## src/rtl/ilie_pkg.sv

```systemverilog
// shared constants, codes and control/status types for the indexed list block
package ilie_pkg;

    // field widths of the item and result ports
    localparam int CMD_W   = 2;
    localparam int INDEX_W = 6;
    localparam int WORD_W  = 32;
    localparam int COUNT_W = 7;

    // default store depth
    localparam int DEPTH_DEF = 64;

    // command codes
    localparam logic [CMD_W-1:0] CMD_READ   = 2'd0;
    localparam logic [CMD_W-1:0] CMD_INSERT = 2'd1;
    localparam logic [CMD_W-1:0] CMD_ERASE  = 2'd2;

    // word returned by a bad read
    localparam logic [WORD_W-1:0] MIN_WORD = 32'h8000_0000;

    // memory read address selection
    localparam logic [1:0] RA_IDX  = 2'd0;
    localparam logic [1:0] RA_DOWN = 2'd1;
    localparam logic [1:0] RA_UP   = 2'd2;

    // commands from the controller to the datapath
    typedef struct packed {
        logic       take;
        logic       chk_load;
        logic       mem_rd;
        logic [1:0] rd_sel;
        logic       mem_wr;
        logic       wr_sel_val;
        logic       ptr_load_cnt;
        logic       ptr_load_idx;
        logic       ptr_inc;
        logic       ptr_dec;
        logic       cnt_inc;
        logic       cnt_dec;
        logic       out_load;
    } ctrl_cmd_t;

    // status from the datapath to the controller
    typedef struct packed {
        logic is_read;
        logic is_insert;
        logic is_erase;
        logic read_ok;
        logic insert_ok;
        logic erase_ok;
        logic insert_more;
        logic erase_more;
        logic out_free;
    } dp_status_t;

endpackage

```

## src/rtl/ilie_ctrl.sv

```systemverilog
// controller state machine for the indexed list block
module ilie_ctrl
    import ilie_pkg::*;
(
    input  logic       clk,
    input  logic       rst_n,
    input  logic       in_valid,
    output logic       in_ready,
    input  dp_status_t status,
    output ctrl_cmd_t  ctrl
);

    localparam logic [2:0] S_IDLE   = 3'd0;
    localparam logic [2:0] S_DECODE = 3'd1;
    localparam logic [2:0] S_IMOVE  = 3'd2;
    localparam logic [2:0] S_IWR    = 3'd3;
    localparam logic [2:0] S_EMOVE  = 3'd4;
    localparam logic [2:0] S_EWR    = 3'd5;
    localparam logic [2:0] S_DONE   = 3'd6;

    logic [2:0] state_reg;
    logic [2:0] state_next;

    // state register
    always_ff @(posedge clk or negedge rst_n)
    begin
        if (!rst_n)
        begin
            state_reg <= S_IDLE;
        end
        else
        begin
            state_reg <= state_next;
        end
    end

    assign in_ready = (state_reg == S_IDLE);

    // next state and datapath commands
    always_comb
    begin
        state_next = state_reg;
        ctrl       = '0;
        ctrl.rd_sel = RA_IDX;
        case (state_reg)
            S_IDLE:
            begin
                if (in_valid)
                begin
                    ctrl.take  = 1'b1;
                    state_next = S_DECODE;
                end
            end
            S_DECODE:
            begin
                // capture the verdict while the count is still the old one
                ctrl.chk_load = 1'b1;
                if (status.is_read && status.read_ok)
                begin
                    ctrl.mem_rd = 1'b1;
                    ctrl.rd_sel = RA_IDX;
                    state_next  = S_DONE;
                end
                else if (status.is_insert && status.insert_ok)
                begin
                    ctrl.ptr_load_cnt = 1'b1;
                    state_next        = S_IMOVE;
                end
                else if (status.is_erase && status.erase_ok)
                begin
                    ctrl.ptr_load_idx = 1'b1;
                    state_next        = S_EMOVE;
                end
                else
                begin
                    state_next = S_DONE;
                end
            end
            S_IMOVE:
            begin
                if (status.insert_more)
                begin
                    ctrl.mem_rd = 1'b1;
                    ctrl.rd_sel = RA_DOWN;
                    state_next  = S_IWR;
                end
                else
                begin
                    ctrl.mem_wr     = 1'b1;
                    ctrl.wr_sel_val = 1'b1;
                    ctrl.cnt_inc    = 1'b1;
                    state_next      = S_DONE;
                end
            end
            S_IWR:
            begin
                ctrl.mem_wr  = 1'b1;
                ctrl.ptr_dec = 1'b1;
                state_next   = S_IMOVE;
            end
            S_EMOVE:
            begin
                if (status.erase_more)
                begin
                    ctrl.mem_rd = 1'b1;
                    ctrl.rd_sel = RA_UP;
                    state_next  = S_EWR;
                end
                else
                begin
                    ctrl.cnt_dec = 1'b1;
                    state_next   = S_DONE;
                end
            end
            S_EWR:
            begin
                ctrl.mem_wr  = 1'b1;
                ctrl.ptr_inc = 1'b1;
                state_next   = S_EMOVE;
            end
            S_DONE:
            begin
                if (status.out_free)
                begin
                    ctrl.out_load = 1'b1;
                    state_next    = S_IDLE;
                end
            end
            default:
            begin
                state_next = S_IDLE;
            end
        endcase
    end

endmodule

```

## src/rtl/ilie_dpath.sv

```systemverilog
// datapath: entry memory, count, move pointer and result register
module ilie_dpath
    import ilie_pkg::*;
#(
    parameter int DEPTH = DEPTH_DEF
)
(
    input  logic                      clk,
    input  logic                      rst_n,
    input  ctrl_cmd_t                 ctrl,
    output dp_status_t                status,
    input  logic [CMD_W-1:0]          cmd,
    input  logic [INDEX_W-1:0]        index,
    input  logic signed [WORD_W-1:0]  value,
    output logic                      out_valid,
    input  logic                      out_ready,
    output logic signed [WORD_W-1:0]  read_value,
    output logic                      error,
    output logic [COUNT_W-1:0]        count
);

    localparam int AW = (DEPTH > 1) ? $clog2(DEPTH) : 1;
    localparam int CW = $clog2(DEPTH + 1);
    localparam int XW = (CW > INDEX_W) ? CW : INDEX_W;
    localparam int EW = (XW > COUNT_W) ? XW : COUNT_W;

    logic [WORD_W-1:0]  mem [DEPTH];
    logic [WORD_W-1:0]  rdata_reg;
    logic [CMD_W-1:0]   cmd_reg;
    logic [INDEX_W-1:0] idx_reg;
    logic [WORD_W-1:0]  val_reg;
    logic               chk_err_reg;
    logic [CW-1:0]      cnt_reg;
    logic [AW-1:0]      ptr_reg;
    logic               out_valid_reg;
    logic [WORD_W-1:0]  read_value_reg;
    logic               error_reg;
    logic [CW-1:0]      count_reg;

    logic [XW-1:0]      idx_x;
    logic [XW-1:0]      cnt_x;
    logic [XW-1:0]      ptr_x;
    logic [EW-1:0]      count_e;
    logic [AW-1:0]      rd_addr;
    logic [WORD_W-1:0]  wr_data;
    logic               res_error;
    logic [WORD_W-1:0]  res_value;

    assign idx_x = XW'(idx_reg);
    assign cnt_x = XW'(cnt_reg);
    assign ptr_x = XW'(ptr_reg);

    // decode of the held item
    always_comb
    begin
        status.is_read     = (cmd_reg == CMD_READ);
        status.is_insert   = (cmd_reg == CMD_INSERT);
        status.is_erase    = (cmd_reg == CMD_ERASE);
        status.read_ok     = (idx_x < cnt_x);
        status.insert_ok   = (idx_x <= cnt_x) && (cnt_x < XW'(DEPTH));
        status.erase_ok    = (idx_x < cnt_x);
        status.insert_more = (ptr_x > idx_x);
        status.erase_more  = ((ptr_x + XW'(1)) < cnt_x);
        status.out_free    = !out_valid_reg || out_ready;
    end

    // memory address and write data selection
    always_comb
    begin
        case (ctrl.rd_sel)
            RA_DOWN: rd_addr = ptr_reg - AW'(1);
            RA_UP:   rd_addr = ptr_reg + AW'(1);
            default: rd_addr = idx_x[AW-1:0];
        endcase
        wr_data = ctrl.wr_sel_val ? val_reg : rdata_reg;
    end

    // entry memory, one write and one registered read
    always_ff @(posedge clk)
    begin
        if (ctrl.mem_wr)
        begin
            mem[ptr_reg] <= wr_data;
        end
        if (ctrl.mem_rd)
        begin
            rdata_reg <= mem[rd_addr];
        end
    end

    // held item fields and the verdict taken against the old count
    always_ff @(posedge clk)
    begin
        if (ctrl.take)
        begin
            idx_reg <= index;
            val_reg <= value;
        end
        if (ctrl.chk_load)
        begin
            chk_err_reg <= res_error;
        end
    end

    // command register and move pointer
    always_ff @(posedge clk or negedge rst_n)
    begin
        if (!rst_n)
        begin
            cmd_reg <= CMD_READ;
            ptr_reg <= '0;
        end
        else
        begin
            if (ctrl.take)
            begin
                cmd_reg <= cmd;
            end
            if (ctrl.ptr_load_cnt)
            begin
                ptr_reg <= cnt_x[AW-1:0];
            end
            else if (ctrl.ptr_load_idx)
            begin
                ptr_reg <= idx_x[AW-1:0];
            end
            else if (ctrl.ptr_inc)
            begin
                ptr_reg <= ptr_reg + AW'(1);
            end
            else if (ctrl.ptr_dec)
            begin
                ptr_reg <= ptr_reg - AW'(1);
            end
        end
    end

    // entry count
    always_ff @(posedge clk or negedge rst_n)
    begin
        if (!rst_n)
        begin
            cnt_reg <= '0;
        end
        else if (ctrl.cnt_inc)
        begin
            cnt_reg <= cnt_reg + CW'(1);
        end
        else if (ctrl.cnt_dec)
        begin
            cnt_reg <= cnt_reg - CW'(1);
        end
    end

    // result fields of the finished item
    always_comb
    begin
        res_error = 1'b0;
        res_value = '0;
        if (status.is_read)
        begin
            res_error = !status.read_ok;
            res_value = status.read_ok ? rdata_reg : MIN_WORD;
        end
        else if (status.is_insert)
        begin
            res_error = !status.insert_ok;
        end
        else if (status.is_erase)
        begin
            res_error = !status.erase_ok;
        end
    end

    // output register
    always_ff @(posedge clk or negedge rst_n)
    begin
        if (!rst_n)
        begin
            out_valid_reg <= 1'b0;
        end
        else if (ctrl.out_load)
        begin
            out_valid_reg <= 1'b1;
        end
        else if (out_ready)
        begin
            out_valid_reg <= 1'b0;
        end
    end

    always_ff @(posedge clk)
    begin
        if (ctrl.out_load)
        begin
            read_value_reg <= res_value;
            error_reg      <= chk_err_reg;
            count_reg      <= cnt_reg;
        end
    end

    assign count_e    = EW'(count_reg);
    assign out_valid  = out_valid_reg;
    assign read_value = read_value_reg;
    assign error      = error_reg;
    assign count      = count_e[COUNT_W-1:0];

endmodule

```

## src/rtl/indexed_list_insert_erase.sv

```systemverilog
// top level of the indexed list with read, insert and erase at an index
//
// An ordered list of signed 32-bit words held in a memory of DEPTH entries.
// Input channel (in_valid/in_ready) carries cmd, index and value: cmd selects
// read, insert or erase at index; value is only used by insert.
// Output channel (out_valid/out_ready) carries one result per item:
// read_value (the word read, the most negative word on a bad read, else zero),
// error (index out of range or list full) and count (entries held after it).
// One item is handled at a time. A read or a rejected command goes from
// decode straight to the result state. An insert first moves the entries
// from index upward by one place and an erase moves those above index down
// by one, one entry per read/write state pair.
// The next item is accepted in the cycle after the result is loaded.
// The result sits in an output register, so the block returns to accept a
// new item while it waits; if the receiver stalls, the next item holds in
// its final cycle until the register frees.
// Reset clears the count to zero and empties the output register; the
// memory is not cleared, since only entries below the count are read.
module indexed_list_insert_erase
    import ilie_pkg::*;
#(
    parameter int DEPTH = DEPTH_DEF
)
(
    input  logic                      clk,
    input  logic                      rst_n,
    input  logic                      in_valid,
    output logic                      in_ready,
    input  logic [CMD_W-1:0]          cmd,
    input  logic [INDEX_W-1:0]        index,
    input  logic signed [WORD_W-1:0]  value,
    output logic                      out_valid,
    input  logic                      out_ready,
    output logic signed [WORD_W-1:0]  read_value,
    output logic                      error,
    output logic [COUNT_W-1:0]        count
);

    ctrl_cmd_t  ctrl;
    dp_status_t status;

    // sequencer
    ilie_ctrl u_ctrl (
        .clk      (clk),
        .rst_n    (rst_n),
        .in_valid (in_valid),
        .in_ready (in_ready),
        .status   (status),
        .ctrl     (ctrl)
    );

    // storage and result path
    ilie_dpath #(
        .DEPTH (DEPTH)
    ) u_dpath (
        .clk        (clk),
        .rst_n      (rst_n),
        .ctrl       (ctrl),
        .status     (status),
        .cmd        (cmd),
        .index      (index),
        .value      (value),
        .out_valid  (out_valid),
        .out_ready  (out_ready),
        .read_value (read_value),
        .error      (error),
        .count      (count)
    );

endmodule

```

## config.mk

```make
export PLATFORM = sky130hd
export DESIGN_NAME = indexed_list_insert_erase
export DESIGN_NICKNAME = d
export VERILOG_FILES = /design/src/rtl/ilie_pkg.sv /design/src/rtl/ilie_ctrl.sv /design/src/rtl/ilie_dpath.sv /design/src/rtl/indexed_list_insert_erase.sv
export SDC_FILE = /design/constraint.sdc
export NUM_CORES = 2
export LEC_CHECK = 0
export ABC_AREA = 1
export ABC_CLOCK_PERIOD_IN_PS = 6200
export BUFFER_PORTS_ARGS = -buffer_cell sky130_fd_sc_hd__buf_2
export CORE_MARGIN = 8
export CORE_UTILIZATION = 55
export CTS_BUF_LIST = sky130_fd_sc_hd__clkbuf_4
export CTS_CLUSTER_DIAMETER = 80
export DETAILED_ROUTE_END_ITERATION = 6
export HOLD_SLACK_MARGIN = 0.08
export PLACE_DENSITY = 0.76
export SLEW_MARGIN = 20
export SYNTH_ARGS = -nofsm -noshare
export SYNTH_HDL_FRONTEND = slang
export SYNTH_SLANG_ARGS = --single-unit
```

## constraint.sdc

```tcl
create_clock -name clk -period 6.2 [get_ports clk]
set_input_delay 0.62 -clock clk [delete_from_list [all_inputs] [get_ports clk]]
set_output_delay 0.62 -clock clk [all_outputs]
set_load 0.1 [all_outputs]
```

After elaboration in Yosys (flattened, before gate mapping)
Memories as Yosys holds them, arrays and structs flattened. A register that Yosys moved wholly into a read port is not among the register bits.
Index checks and enable logic that the tools add are counted.
{ "totals": {"mem_count": 1, "wordCells": 98, "out_inout_bits": 42, "ramBits": 2048, "register_bits": 98, "inputBits": 44} }
{ "mem_list": {"columns": ["memory", "depth", "word_bits", "read_ports", "rd_clocked_by_memory_dff", "wr", "line", "rtl"], "rows": [
  ["u_dpath.mem", 64, 32, 1, 1, 1, "ilie_dpath.sv:27", "logic [WORD_W-1:0] mem [DEPTH];"]
]} }
{ "classes": {"reduce_logical": 16, "addsub": 5, "n_mux": 47, "order_cmp": 5, "n_eq_ne": 12} }
{ "ops": {"columns": ["op", "count"], "rows": [
  ["2-to-1 mux 32 bit", 2],
  ["2-to-1 mux 3 bit", 8],
  ["2-to-1 mux 6 bit", 4],
  ["2-to-1 mux 1 bit", 22],
  ["one-hot mux 3 bit (7 select lines)", 1],
  ["2-to-1 mux 7 bit", 2],
  ["one-hot mux 6 bit (2 select lines)", 1],
  ["2-to-1 mux 2 bit", 5],
  ["== test 3 bit, second input constant", 3],
  ["one-hot mux 3 bit (3 select lines)", 1],
  ["adder 6 x 1 -> 7 bit, second input constant", 1],
  ["adder 7 x 1 -> 7 bit, second input constant", 1],
  ["less-or-equal comparator 6 x 7 -> 1 bit", 1],
  ["< comparator 6 x 7 -> 1 bit", 1],
  ["< comparator 7 bit", 1],
  ["< comparator 7 bit, second input constant", 1],
  ["subtractor 7 x 1 -> 7 bit, second input constant", 1],
  ["adder 6 x 1 -> 6 bit, second input constant", 1],
  ["== test 3 x 2 -> 1 bit, second input constant", 2],
  ["> comparator 6 bit", 1],
  ["subtractor 6 x 1 -> 6 bit, second input constant", 1],
  ["== test 2 x 1 -> 1 bit, second input constant", 2],
  ["== test 2 bit, second input constant", 2],
  ["logical AND 1 bit", 4],
  ["11 further kinds", 16]
]} }

Depth between registers and ports, before layout
{ "logic_depth": {"ltp_word": 8, "mapped_depth": 29, "ltp_nobuf": 26} }

Modules after synthesis
A second synthesis with hierarchy kept.
{ "hier_totals": {"cells_unflattened": 8313, "hier_area_um2": 93553.5} }
{ "modules_own_cells": {"columns": ["mod", "instances", "area_each_um2", "cells_per_inst", "seq_area_each_um2"], "rows": [
  ["ilie_dpath", 1, 93229.4, 8257, 65232.6],
  ["ilie_ctrl", 1, 324.1, 56, 75.1]
]} }

Least setup slack after synthesis
Ideal clock, no wire load.
{ "synth_path": {"path_type": "register to register", "start": "reg u_dpath.ptr_reg[5]", "end": "mem u_dpath.mem[0][0] (data pin)", "setup_time_ns": 0.702, "arrival_time_ns": 4.299, "setup_slack_ns": 1.199, "path_stages_with_launch": 12, "required_time_ns": 5.498, "period_less_slack_ns": 5.001, "path_buffers": 2, "cell_sequence": "dfrtp_1 > ha_1 > nand2_1 > nor2_1 > o21ai_0 > o211ai_1 > nand2_1 > nand2_1 > inv_1 > buf_2 > clkbuf_1 > o21ai_0"} }
{ "synth_between": {"elab_chain_len": 4} }
{ "synth_lines": {"columns": ["item", "line", "rtl"], "rows": [
  ["start: declaration", "ilie_dpath.sv:34", "logic [AW-1:0] ptr_reg;"],
  ["start signal: assignment", "ilie_dpath.sv:121", "ptr_reg <= cnt_x[AW-1:0];"],
  ["start signal: assignment", "ilie_dpath.sv:125", "ptr_reg <= idx_x[AW-1:0];"],
  ["start signal: assignment", "ilie_dpath.sv:129", "ptr_reg <= ptr_reg + AW'(1);"],
  ["> comparator 6 bit", "ilie_dpath.sv:62", "status.insert_more = (ptr_x > idx_x);"],
  ["2-to-1 mux 2 bit", "ilie_ctrl.sv:81", "if (status.insert_more)"],
  ["2-to-1 mux 1 bit", "ilie_ctrl.sv:45", "case (state_reg)"],
  ["2-to-1 mux 32 bit", "ilie_dpath.sv:75", "wr_data = ctrl.wr_sel_val ? val_reg : rdata_reg;"],
  ["via u_dpath.wr_data[0]", "ilie_dpath.sv:45", "logic [WORD_W-1:0] wr_data;"],
  ["end: declaration", "ilie_dpath.sv:27", null]
]} }
The timed path passes the listed nets, and every way through them passes these cells.

Final worst setup path
{ "layout_path": {"start": "reg u_dpath.ptr_reg[0]", "end": "reg u_dpath.rdata_reg[0], read port of u_dpath.mem (data pin)"} }
{ "layout_between": {"elab_chain_len": 6, "word_cells_on_any_way": 11, "classes_between": "add/sub: 3; order compare: 2; eq/ne: 2; mux: 4"} }
{ "layout_lines": {"columns": ["item", "line", "rtl"], "rows": [
  ["adder 6 x 1 -> 7 bit", "ilie_dpath.sv:63", "status.erase_more = ((ptr_x + XW'(1)) < cnt_x);"],
  ["< comparator 7 bit", "ilie_dpath.sv:63", null],
  ["2-to-1 mux 3 bit", "ilie_ctrl.sv:103", "if (status.erase_more)"],
  ["one-hot mux 3 bit (3 select lines)", "ilie_ctrl.sv:45", null],
  ["== test 2 bit or == test 2 x 1 -> 1 bit (tied branches)", "ilie_dpath.sv:70", "case (ctrl.rd_sel)"],
  ["one-hot mux 6 bit (2 select lines)", "ilie_dpath.sv:70", null],
  ["end: declaration", "ilie_dpath.sv:28", "logic [WORD_W-1:0] rdata_reg;"]
]} }
Several ways; a longest one is shown, not always the timed one.
A chain may end at the register's enable or synchronous reset.

==> out/summary.txt <==
status -> finished with violations
failing checks -> design-rule violations
critical path required time -> 7250 ps
most common cell after layout, fill and taps aside -> nand3_1
Setup crit start -> u_dpath.ptr_reg[0]
critical path, cell by cell -> ha_1, nand2_1, nor2_2, xor2_2, ha_1, a21oi_1, nor2_1, a211oi_1, nand3_1, ha_1, nand2_8, nand2_8, buf_12, buf_12, nand2_1, nand3_1, nand3_1, nand3_1, nand3_1, nand3_1, nand2_1
Setup crit start kind -> flip-flop
M3 GR Usage -> 7.84%
post-synthesis cell area -> 93700 µm²
Worst VDD drop -> 558 µV
routed len/inst -> 24.1 µm
Final period util -> 91.6%
largest net degree at the start of global routing -> 185
grt ovf -> 0
Syn Area/Cell -> 11.2 µm²
hold buffer count at CTS -> 90
RePlAce Congestion -> 0.900
Seq/Total Area, Yosys -> 69.7%
Setup crit end kind -> flip-flop
Layout area overhead -> 12.0%
# port buffers -> 85
layout filler cell count -> 12593
R2R Setup Slk -> 520 ps
total of max-cap violations -> 0
cell row count -> 151
Post-DP HPWL -> 146 mm
antenna violations before repair -> 8
clock latency on the worst-skew pair -> 1420 ps
Mapped Cells -> 8339
grt met1 use -> 37.4%
Core Region -> 169000 µm²
Initial Util -> 55.4%
Worst EP arrival -> 6720 ps
postcts setup bufs -> 0
clock skew -> 150 ps
htree depth -> 6
Most Used Layer, Global Route -> met2
DIE AREA -> 184000 µm²
WL final -> 272 mm
vias -> 68803
CTS tree -> built
critical path class -> flip-flop to flip-flop
relative slew slack -> 25.6%
final setup vio count -> 0
Hold/Removal Path Class -> primary input to async pin
CP max-delay cell -> ha_1
Static Leak -> 40.7 nW
final setup TNS -> 0 ps
IO Count -> 86
Antenna Nets Post-Route -> 0
Remaining DRCs -> 11
clock tree sinks -> 2178
number of synthesized flops with an enable pin -> 2159
vias per cell -> 6.09
synth warn -> 0
CTS Buffer Depth -> 4
Crit path largest cell delay -> 650 ps
# resized after CTS -> 0
worst-margin pin slew -> 1110 ps
Synth Net Count -> 8411
CP most frequent cell -> nand3_1
Final Util -> 62.0%
fin crit period -> 5680 ps
CTS Buf Count -> 565
clock root cell -> clkbuf_4
met2 usage -> 44.6%
FF-to-FF path depth -> 21
gr usage total -> 28.6%
Post-synth top flop -> edfxtp_1
Initial DRT Pass Iterations -> 7
Yosys reg bits -> 2178
Max Slew Vio Count -> 0
CP max FO -> 60
FF-to-FF Start -> u_dpath.ptr_reg[0]
Final Hold Viols -> 0
clk slew on worst S/H paths -> 70 ps
die height -> 429 µm
pwr dens -> 563 nW/µm²
nets -> 8803
Initial DRC Count -> 9861
Most flops, register -> u_dpath.mem
number of global-route vias before repair -> 67332
global-route wire length before repair -> 406 mm
Die Span X -> 429 µm
worst r2r dst -> u_dpath.rdata_reg[0]
RSZ-0062 raised after global routing -> no
number of flip-flops in the largest register -> 2048
post-synth cell types -> 36
maximum clock frequency -> 0.176 GHz
layout cells sized above 1 -> 14.1%
asr flop ratio synth -> 0.872%
commonest non-fill, non-tap cells in the layout -> nand3_1 (2363), edfxtp_1 (2159), nand2_1 (1900), clkbuf_4 (813), inv_1 (723)
## per-stage QoR
| stage | hold WS, ps | std cells | total power [mW] | instance area, µm² | worst slack [ps] |
|---|---|---|---|---|---|
| 2_1_floorplan | 324 | 8339 | 37.0 | 93700 | 1200 |
| 3_3_place_gp | 407 | 10287 | 46.1 | 97500 | 815 |
| 3_5_place_dp | 409 | 10291 | 46.7 | 97500 | 701 |
| 4_1_cts | 318 | 11283 | 58.3 | 105000 | 693 |
| 5_1_grt | 345 | 11291 | 61.6 | 105000 | 193 |
| 6_report | 370 | 11293 | 59.1 | 105000 | 523 |
## synth_stat cells, types with 2 or more instances
cell,instances,area (µm²)
a21oi_1,12,60.1
buf_1,30,113
buf_2,371,1860
buf_4,42,315
buf_6,4,45.0
clkbuf_1,125,469
dfrtp_1,19,475
edfxtp_1,2159,64800
ha_1,27,338
inv_1,726,2730
inv_2,11,41.3
nand2_1,1905,7150
nand2_2,3,18.8
nand2_4,2,22.5
nand3_1,2363,11800
nand3b_1,320,2400
nand4_1,10,62.6
nor2_1,124,465
nor2_2,2,12.5
nor3_1,7,35.0
o211ai_1,6,45.0
o21ai_0,51,255
or2_2,2,12.5
xor2_1,6,52.6
## logic make-up after synthesis
kind of cell	Yosys count	synth area share (%)
and+or+nand+nor	4741	23.5
DFF	2178	69.7
buffers and inverters	1310	5.94
AOI/OAI and AO/OA	74	0.420
adders and majority gates	28	0.382
xor gates and xnor gates	8	0.0828
## power by group
part	internal, mW	switching, mW	total [mW]
Clock	6.12	5.64	11.8
Combinational	6.61	20.2	26.8
Sequential	20.1	0.388	20.5
## routing by layer
metal  vias to the layer above  wire [µm]
met5                         -        199
met1                     32692      97500
li1                      30065          -
met4                         4      13000
met3                       808      37600
met2                      5234     124000
## worst max-delay path: cells and delay by family (launching register included)
kind            cells  cell delay [ps]
simple gates       13             2370
compound gates      2              370
flops               1              560
fa+ha+maj           3             1150
buf+inv             2              620
xor+xnor            1              180
## cell type report
cell class	instances	area, µm²	area share [%]
antenna	9	22.5	0.0214
clock buffer	813	6100	5.81
clock inverter	89	457	0.435
inverter	738	2780	2.65
multi-input combinational	4851	23800	22.7
sequential	2178	65300	62.2
tap	2218	2780	2.64
timing repair buffer	397	3770	3.59
## worst max path at each step
| stage | end | slack (ps) | cells past startpoint |
|---|---|---|---|
| after floorplan | u_dpath.mem[0][0] | 1200 | 11 |
| after global placement | u_dpath.rdata_reg[20] | 810 | 22 |
| after detailed placement | u_dpath.rdata_reg[20] | 700 | 22 |
| after CTS | u_dpath.rdata_reg[20] | 690 | 22 |
| after global routing | u_dpath.rdata_reg[20] | 190 | 22 |
| final | u_dpath.rdata_reg[0] | 520 | 21 |
Note: power is estimated with default switching activity, not from simulation.
